--- src/rtl/arpc_pkg.sv ---
// ----------------------------------------------------------------------------
// arpc_pkg: shared types and constants of the IPv4-to-MAC resolution table
// Operation codes, ARP reply opcode, table size default and word formats.
// ----------------------------------------------------------------------------
package arpc_pkg;

    localparam int TABLE_ENTRIES_DEF = 16;

    localparam logic [15:0] ARP_REPLY = 16'd2;

    typedef enum logic [1:0] {
        OP_LEARN  = 2'd0,
        OP_SET    = 2'd1,
        OP_LOOKUP = 2'd2,
        OP_REMOVE = 2'd3
    } op_t;

    typedef struct packed {
        op_t         op;
        logic        frame_is_arp;
        logic [15:0] arp_opcode;
        logic [31:0] ip_key;
        logic [47:0] mac_value;
    } in_word_t;

    typedef struct packed {
        logic        hit;
        logic [47:0] mac_out;
        logic        stored;
        logic        table_full;
    } out_word_t;

endpackage

--- src/rtl/ip_to_mac_resolution_table.sv ---
// ----------------------------------------------------------------------------
// ip_to_mac_resolution_table: fully associative IPv4-to-MAC cache
// Takes one operation word per cycle (learn, set, lookup, remove) unless the
// output stalls, and returns one result word for each. A word is captured in
// the input register, checked against all slots in parallel and written to
// the output register, so a new word is taken while the last one moves on;
// the per-slot comparators and the lowest-free-slot encoder form the work
// between the two registers. Slot updates take effect at the same edge the
// result is registered, so the following word sees them. All slots are
// empty after reset; no clearing pass is needed.
// ----------------------------------------------------------------------------
module ip_to_mac_resolution_table
    import arpc_pkg::*;
#(
    parameter int TABLE_ENTRIES = TABLE_ENTRIES_DEF
) (
    input  logic      aclk,
    input  logic      aresetn,
    input  logic      s_valid,
    output logic      s_ready,
    input  in_word_t  s_data,
    output logic      m_valid,
    input  logic      m_ready,
    output out_word_t m_data
);

    logic      in_valid_reg;
    logic      in_valid_next;
    in_word_t  in_word_reg;
    logic      out_valid_reg;
    logic      out_valid_next;
    out_word_t out_word_reg;
    out_word_t result;
    logic      advance;

    // move the held word into the output register when it has room
    assign advance = in_valid_reg && (!out_valid_reg || m_ready);
    assign s_ready = !in_valid_reg || advance;

    arpc_table #(
        .TABLE_ENTRIES(TABLE_ENTRIES)
    ) u_table (
        .aclk   (aclk),
        .aresetn(aresetn),
        .req    (in_word_reg),
        .apply  (advance),
        .result (result)
    );

    always_comb begin
        in_valid_next = in_valid_reg;
        if (s_ready) begin
            in_valid_next = s_valid;
        end
        out_valid_next = out_valid_reg;
        if (advance) begin
            out_valid_next = 1'b1;
        end else if (m_ready) begin
            out_valid_next = 1'b0;
        end
    end

    always_ff @(posedge aclk) begin
        if (!aresetn) begin
            in_valid_reg  <= 1'b0;
            out_valid_reg <= 1'b0;
        end else begin
            in_valid_reg  <= in_valid_next;
            out_valid_reg <= out_valid_next;
        end
    end

    always_ff @(posedge aclk) begin
        if (s_ready && s_valid) begin
            in_word_reg <= s_data;
        end
        if (advance) begin
            out_word_reg <= result;
        end
    end

    assign m_valid = out_valid_reg;
    assign m_data  = out_word_reg;

endmodule

--- src/rtl/arpc_table.sv ---
// ----------------------------------------------------------------------------
// arpc_table: associative key store with per-slot comparators
// Matches the key against every valid slot, picks the lowest free slot for a
// new key, forms the result word and updates the slots when the word moves on.
// ----------------------------------------------------------------------------
module arpc_table
    import arpc_pkg::*;
#(
    parameter int TABLE_ENTRIES = TABLE_ENTRIES_DEF
) (
    input  logic      aclk,
    input  logic      aresetn,
    input  in_word_t  req,
    input  logic      apply,
    output out_word_t result
);

    logic [TABLE_ENTRIES-1:0] valid_reg;
    logic [TABLE_ENTRIES-1:0] valid_next;
    logic [31:0]              ip_reg  [TABLE_ENTRIES];
    logic [47:0]              mac_reg [TABLE_ENTRIES];

    logic [TABLE_ENTRIES-1:0] match;
    logic [TABLE_ENTRIES-1:0] free_vec;
    logic [TABLE_ENTRIES-1:0] free_oh;
    logic [TABLE_ENTRIES-1:0] wr_oh;
    logic                     hit;
    logic                     any_free;
    logic                     do_store;
    logic                     store_ok;
    logic [47:0]              mac_sel;

    always_comb begin
        for (int i = 0; i < TABLE_ENTRIES; i++) begin
            match[i] = valid_reg[i] && (ip_reg[i] == req.ip_key);
        end
    end

    assign hit      = |match;
    assign free_vec = ~valid_reg;
    assign any_free = |free_vec;
    // isolate the lowest set bit
    assign free_oh  = free_vec & (~free_vec + {{(TABLE_ENTRIES-1){1'b0}}, 1'b1});
    // keys are unique, so match is one-hot when hit
    assign wr_oh    = hit ? match : free_oh;

    always_comb begin
        mac_sel = '0;
        for (int i = 0; i < TABLE_ENTRIES; i++) begin
            mac_sel = mac_sel | (match[i] ? mac_reg[i] : 48'd0);
        end
    end

    always_comb begin
        unique case (req.op)
            OP_LEARN:  do_store = req.frame_is_arp && (req.arp_opcode == ARP_REPLY);
            OP_SET:    do_store = 1'b1;
            OP_LOOKUP: do_store = 1'b0;
            OP_REMOVE: do_store = 1'b0;
            default:   do_store = 1'b0;
        endcase
    end

    assign store_ok = do_store && (hit || any_free);

    always_comb begin
        result.hit        = hit;
        result.mac_out    = (req.op == OP_LOOKUP) ? mac_sel : 48'd0;
        result.stored     = store_ok;
        result.table_full = do_store && !hit && !any_free;
    end

    always_comb begin
        valid_next = valid_reg;
        if (apply) begin
            for (int i = 0; i < TABLE_ENTRIES; i++) begin
                if (store_ok && wr_oh[i]) begin
                    valid_next[i] = 1'b1;
                end else if ((req.op == OP_REMOVE) && match[i]) begin
                    valid_next[i] = 1'b0;
                end
            end
        end
    end

    always_ff @(posedge aclk) begin
        if (!aresetn) begin
            valid_reg <= '0;
        end else begin
            valid_reg <= valid_next;
        end
    end

    always_ff @(posedge aclk) begin
        for (int i = 0; i < TABLE_ENTRIES; i++) begin
            if (apply && store_ok && wr_oh[i]) begin
                ip_reg[i]  <= req.ip_key;
                mac_reg[i] <= req.mac_value;
            end
        end
    end

endmodule

--- config.mk ---
export PLATFORM = sky130hd
export DESIGN_NAME = ip_to_mac_resolution_table
export DESIGN_NICKNAME = d
export VERILOG_FILES = /design/src/rtl/arpc_pkg.sv /design/src/rtl/ip_to_mac_resolution_table.sv /design/src/rtl/arpc_table.sv
export SDC_FILE = /design/constraint.sdc
export NUM_CORES = 1
export LEC_CHECK = 0
export ABC_AREA = 1
export BUFFER_PORTS_ARGS = -buffer_cell sky130_fd_sc_hd__buf_2
export CORE_UTILIZATION = 50
export DETAILED_ROUTE_END_ITERATION = 8
export PLACE_DENSITY = 0.66
export SETUP_SLACK_MARGIN = 0.05
export SLEW_MARGIN = 20
export SYNTH_ARGS = -nofsm -noshare
export SYNTH_HDL_FRONTEND = slang
export SYNTH_SLANG_ARGS = --single-unit
--- constraint.sdc ---
create_clock -name aclk -period 8 [get_ports aclk]
set_input_delay 0.4 -clock aclk [delete_from_list [all_inputs] [get_ports aclk]]
set_output_delay 0.4 -clock aclk [all_outputs]
set_load 0.02 [all_outputs]
# Yosys cells after proc, flatten, opt, wreduce, memory -nomap -nowiden
# Memories as Yosys holds them, arrays and structs flattened.
# Index checks and enable logic that the tools add are counted.
dict set report classes {
  mux 84
  n_bitwise 18
  n_reduce_logical 115
  eq_ne 20
  add_sub_neg 1
}
# op n
set ops {}
lappend ops {{$mux W48} 16}
lappend ops {{$or A48 B48 Y48} 15}
lappend ops {{$eq A32 B32 Y1} 16}
lappend ops {{$logic_and A1 B1 Y1} 71}
lappend ops {{$mux W1} 66}
lappend ops {{$reduce_bool A2 Y1} 17}
lappend ops {{$not A16 Y16} 2}
lappend ops {{$reduce_and A2 Y1} 16}
lappend ops {{$reduce_or A16 Y1} 2}
lappend ops {{$add A16 B1 Y16 const B} 1}
lappend ops {{$and A16 B16 Y16} 1}
lappend ops {{$eq A16 B2 Y1 const B} 1}
lappend ops {{$mux W16} 1}
lappend ops {{$eq A2 B2 Y1 const B} 2}
lappend ops {{$logic_not A1 Y1} 4}
lappend ops {{$logic_or A1 B1 Y1} 3}
lappend ops {{$pmux W1 S3} 1}
lappend ops {{$eq A2 B1 Y1 const B} 1}
lappend ops {{$logic_not A2 Y1} 1}
lappend ops {{$reduce_or A2 Y1} 1}
dict set report totals {
  inputBits 103
  out_inout_bits 53
  register_bits 168
  wordCells 267
  mem_count 2
  mem_bits_rw 1280
}
# name words word_bits rd rd_ports_with_merged_regs write_ports line_no
set memory_table {}
lappend memory_table {u_table.mac_reg 16 48 16 0 16 arpc_table.sv:21} ;# logic [47:0] mac_reg [TABLE_ENTRIES];
lappend memory_table {u_table.ip_reg 16 32 16 0 16 arpc_table.sv:20} ;# logic [31:0] ip_reg [TABLE_ENTRIES];

# Longest topological paths before layout
dict set report depth {
  ltp_word 18
  depth_mapped 22
  depth_no_buf 19
}

# Modules after synthesis
# A second synthesis with hierarchy kept.
dict set report hier_totals {
  hier_cells 4622
  area_unflattened_um2 58856.4
}
# mod instances area_per_inst_um2 cells_each seq_area_each_um2
set modules_own_cells {}
lappend modules_own_cells {arpc_table 1 54257.0 4459 38757.2}
lappend modules_own_cells {ip_to_mac_resolution_table 1 4599.4 163 4544.4}

# Worst setup path after synthesis
# OpenSTA, ideal clock, no wires.
dict set report synth_path {
  path_type {input to register}
  start {input port m_ready}
  end {memory u_table.ip_reg[12][0], in the netlist u_table.ip_reg[1][128] (enable)}
  cell_stages 6
  setup_time_ps 521
  t_arrival_ps 5368
  path_buffers 0
  required_time_ps 7479
  path_slack_ps 2111
  path_cell_list {inv_1 nand2_1 nand2_1 inv_1 nand3_4 nor2_1}
}
# element line_no
set synth_rtl {}
lappend synth_rtl {{start, declared} ip_to_mac_resolution_table.sv:23} ;# input logic m_ready,
lappend synth_rtl {{end, declared} arpc_table.sv:20}

==> run summary <==
status: completed
H-tree levels: 4
initial antenna violation count: 3
number of flops mapped to enable cells by yosys: 1430
CP max-delay cell: nor2_4
worst-path cell chain: buf_4 > inv_2 > nand2_1 > nand2_1 > inv_1 > nand2_1 > nor2_1 > nand2_1 > nor2_1 > nand3_4 > buf_4 > nand2_1 > nor2_1 > nand2_1 > nor2_4 > a21oi_1 > nor2_4 > buf_4
hold path depth: 3
R2R setup slack: 2.66 ns
Final Setup Violations: 0
# fillers: 9198
synthesized area: 59200 um^2
Cell variety after synth: 43
# clock sinks: 1448
total core area: 117000 um^2
Final period util: 66.8%
Clk Latency, worst-skew pair: 0.78 ns
CTS Buf Count: 150
TritonCTS clock tree: yes
setup TNS: 0 ns
clock root cell: clkbuf_16
clock-pin slew on the worst setup and hold paths: 0.06 ns
largest net degree at the start of global routing: 82
Die Y-Extent: 346 um
Initial Util: 50.6%
DRT Wirelength: 169 mm
Final Total Pwr: 0.0160 W
RSZ-0062 raised after global routing: false
Min Clock Period, post-route: 5.34 ns
Cell Rows: 125
worst hold slack: 0.266 ns
WP data required: 8.38 ns
leading post-synthesis cells by cell area: edfxtp_1, nand2_1, a22o_1, nor2_1, inv_1
# IOs: 156
Lkg Pwr: 25.4 nW
CP arrival: 5.73 ns
CTS Buffer Depth: 3
CP Capture Type: register
worst vdd ir: 0.185 mV
worst r2r dst: u_table.ip_reg[1][204]
worst hold path startpoint: s_valid
Synth top area share: 72.6%
FF+latch count, synth: 1448
routed vias/inst: 5.59
Syn Nets: 4828
Power Density: 236 nW/um^2
Detailed Place HPWL: 97.7 mm
CP peak stage delay: 0.82 ns
full die area: 120000 um^2
total via count in the routed design: 37.5k
CP Max Fanout: 51
hold endpoint: in_word_reg[7]
Worst Setup Path Type: reg2reg
sequential-to-total area share from yosys stat: 73.2%
final core utilization: 57.9%
first-pass GRT wire length: 245 mm
DRC Markers: 0
Synth Flop Type: edfxtp_1
Worst Reg-to-Reg Cells: 18
syn_area_per_cell: 12.5 um^2
Reg-to-Reg Start: in_word_reg[58]
number of synthesis warnings: 0
# Max-Cap Violations: 0
Final Hold Vio Count: 0
ANT nets after route: 0
crit-path most repeated cell: nand2_1
CP startpoint: in_word_reg[58]
GRT Util Overall: 28.2%
GPL Wtd Cong: 0.964
Port Buffer Count: 155
ys async rst share: 0%
gr ovfl total: 0
die width: 346 um
max reg flops: 768
share of layout cells above drive strength 1: 11.1%
routed length per placed instance: 25.3 um
Slew Limit Fails: 0
first-pass detailed-route iteration total: 6
Fin Clk Skew: 0.0309 ns
Relative slew margins: 25.3%
area leader, netlist: edfxtp_1
Max Freq: 187 MHz
Starting DRT DRC Count: 4699
crit start category: register
vias in the first global route: 36.0k
HP Class: in2reg
Nets: 5160
P&R area growth vs syn: 14.3%
Least-Margin Pin Slew: 1.12 ns
post-CTS sizing: 0
Syn Inst Count: 4725
## kinds of logic after synthesis
kind of cell           share of synthesized area (%)
AND/OR/NAND/NOR                                 13.0
flip-flops                                      73.2
buffers and inverters                           5.02
AO/OA/AOI/OAI                                   6.42
XOR/XNOR                                        2.37
## power by group
group          switching [W]  total, W  internal, W
Combinational       0.000357  0.000506     0.000150
Clock                0.00295   0.00698      0.00403
Sequential         0.0000807   0.00847      0.00839
Total                0.00339    0.0160       0.0126
## layout by cell type, fill, tap and decap left out, types with 5 or more instances in the layout
cell	n
a211oi_1	6
a21oi_1	16
a221oi_1	59
a22o_1	231
buf_12	6
buf_2	155
buf_4	88
bufinv_16	15
clkbuf_1	36
clkbuf_16	153
clkinv_1	27
clkinv_2	27
dfxtp_1	18
dlygate4sd3_1	101
edfxtp_1	1430
inv_1	475
inv_2	27
nand2_1	1177
nand3_1	66
nand3b_1	5
nand4_1	34
nor2_1	526
nor2_2	24
nor2_4	31
o211ai_1	9
o21ai_0	167
o21ai_1	33
o22ai_1	5
or2_0	6
or2_2	13
xnor2_1	141
xor2_1	19
## cell type report
class	count	area, um^2	share of cell area, %
antenna	1	2.50	0.00370
clock buffer	190	3980	5.88
clock inverter	80	917	1.36
inverter	509	1920	2.85
multi-input combinational	2598	13000	19.3
sequential	1448	43300	64.0
tap	1524	1910	2.82
timing repair buffer	350	2570	3.80
## metal layers
| metal | vias up | GRT usage, % | wire length (um) |
|---|---|---|---|
| met5 | - | 0 | 0 |
| met4 | 0 | 8.22 | 4110 |
| met3 | 246 | 6.63 | 19100 |
| met2 | 2031 | 42.2 | 74500 |
| met1 | 18300 | 41.2 | 71500 |
| li1 | 16900 | - | - |
## synth_stat cells (all sizes together), types with 2 or more instances
cell type,number
nand3b,5
xnor2,141
nand4,34
nor4,3
inv,507
clkinv,2
o21ai,200
clkbuf,25
a221oi,59
a22o,231
o22ai,5
nor3,4
o211ai,9
edfxtp,1430
xor2,19
a21oi,16
buf,145
o221ai,3
nand2,1181
dfxtp,18
nor2,581
nand3,74
or2,23
a211oi,6
## what timing repair did
item | 4_1_cts | 5_1_grt
hold endpoints to repair | 101 | 0
hold buffers | 101 | 0
setup buffers | 0 | 0
## worst max path at each step
stage | slack, ns | to | cells past startpoint
6_report | 2.66 | u_table.ip_reg[1][204] | 18
3_3_place_gp | 2.74 | u_table.ip_reg[1][195] | 15
2_1_floorplan | 2.11 | u_table.ip_reg[1][128] | 6
5_1_grt | 2.37 | u_table.ip_reg[1][220] | 14
4_1_cts | 2.68 | u_table.ip_reg[1][196] | 18
3_5_place_dp | 2.71 | u_table.ip_reg[1][205] | 18
## stage by stage
stage | worst slack, ns | cell area [um^2] | std cells
finish | 2.66 | 67600 | 6700
global route | 2.37 | 67600 | 6699
CTS | 2.68 | 67600 | 6699
detailed placement | 2.71 | 61700 | 6328
global placement | 2.74 | 61700 | 6328
floorplan | 2.11 | 59200 | 4725
## critical path, delay by kind of cell, from the launching register on
kind            cells  cell delay, ns
buf+inv             5            2.02
flops               1            0.58
compound gates      1            0.17
simple gates       12            2.05
Power figures use the tool's default switching activity.
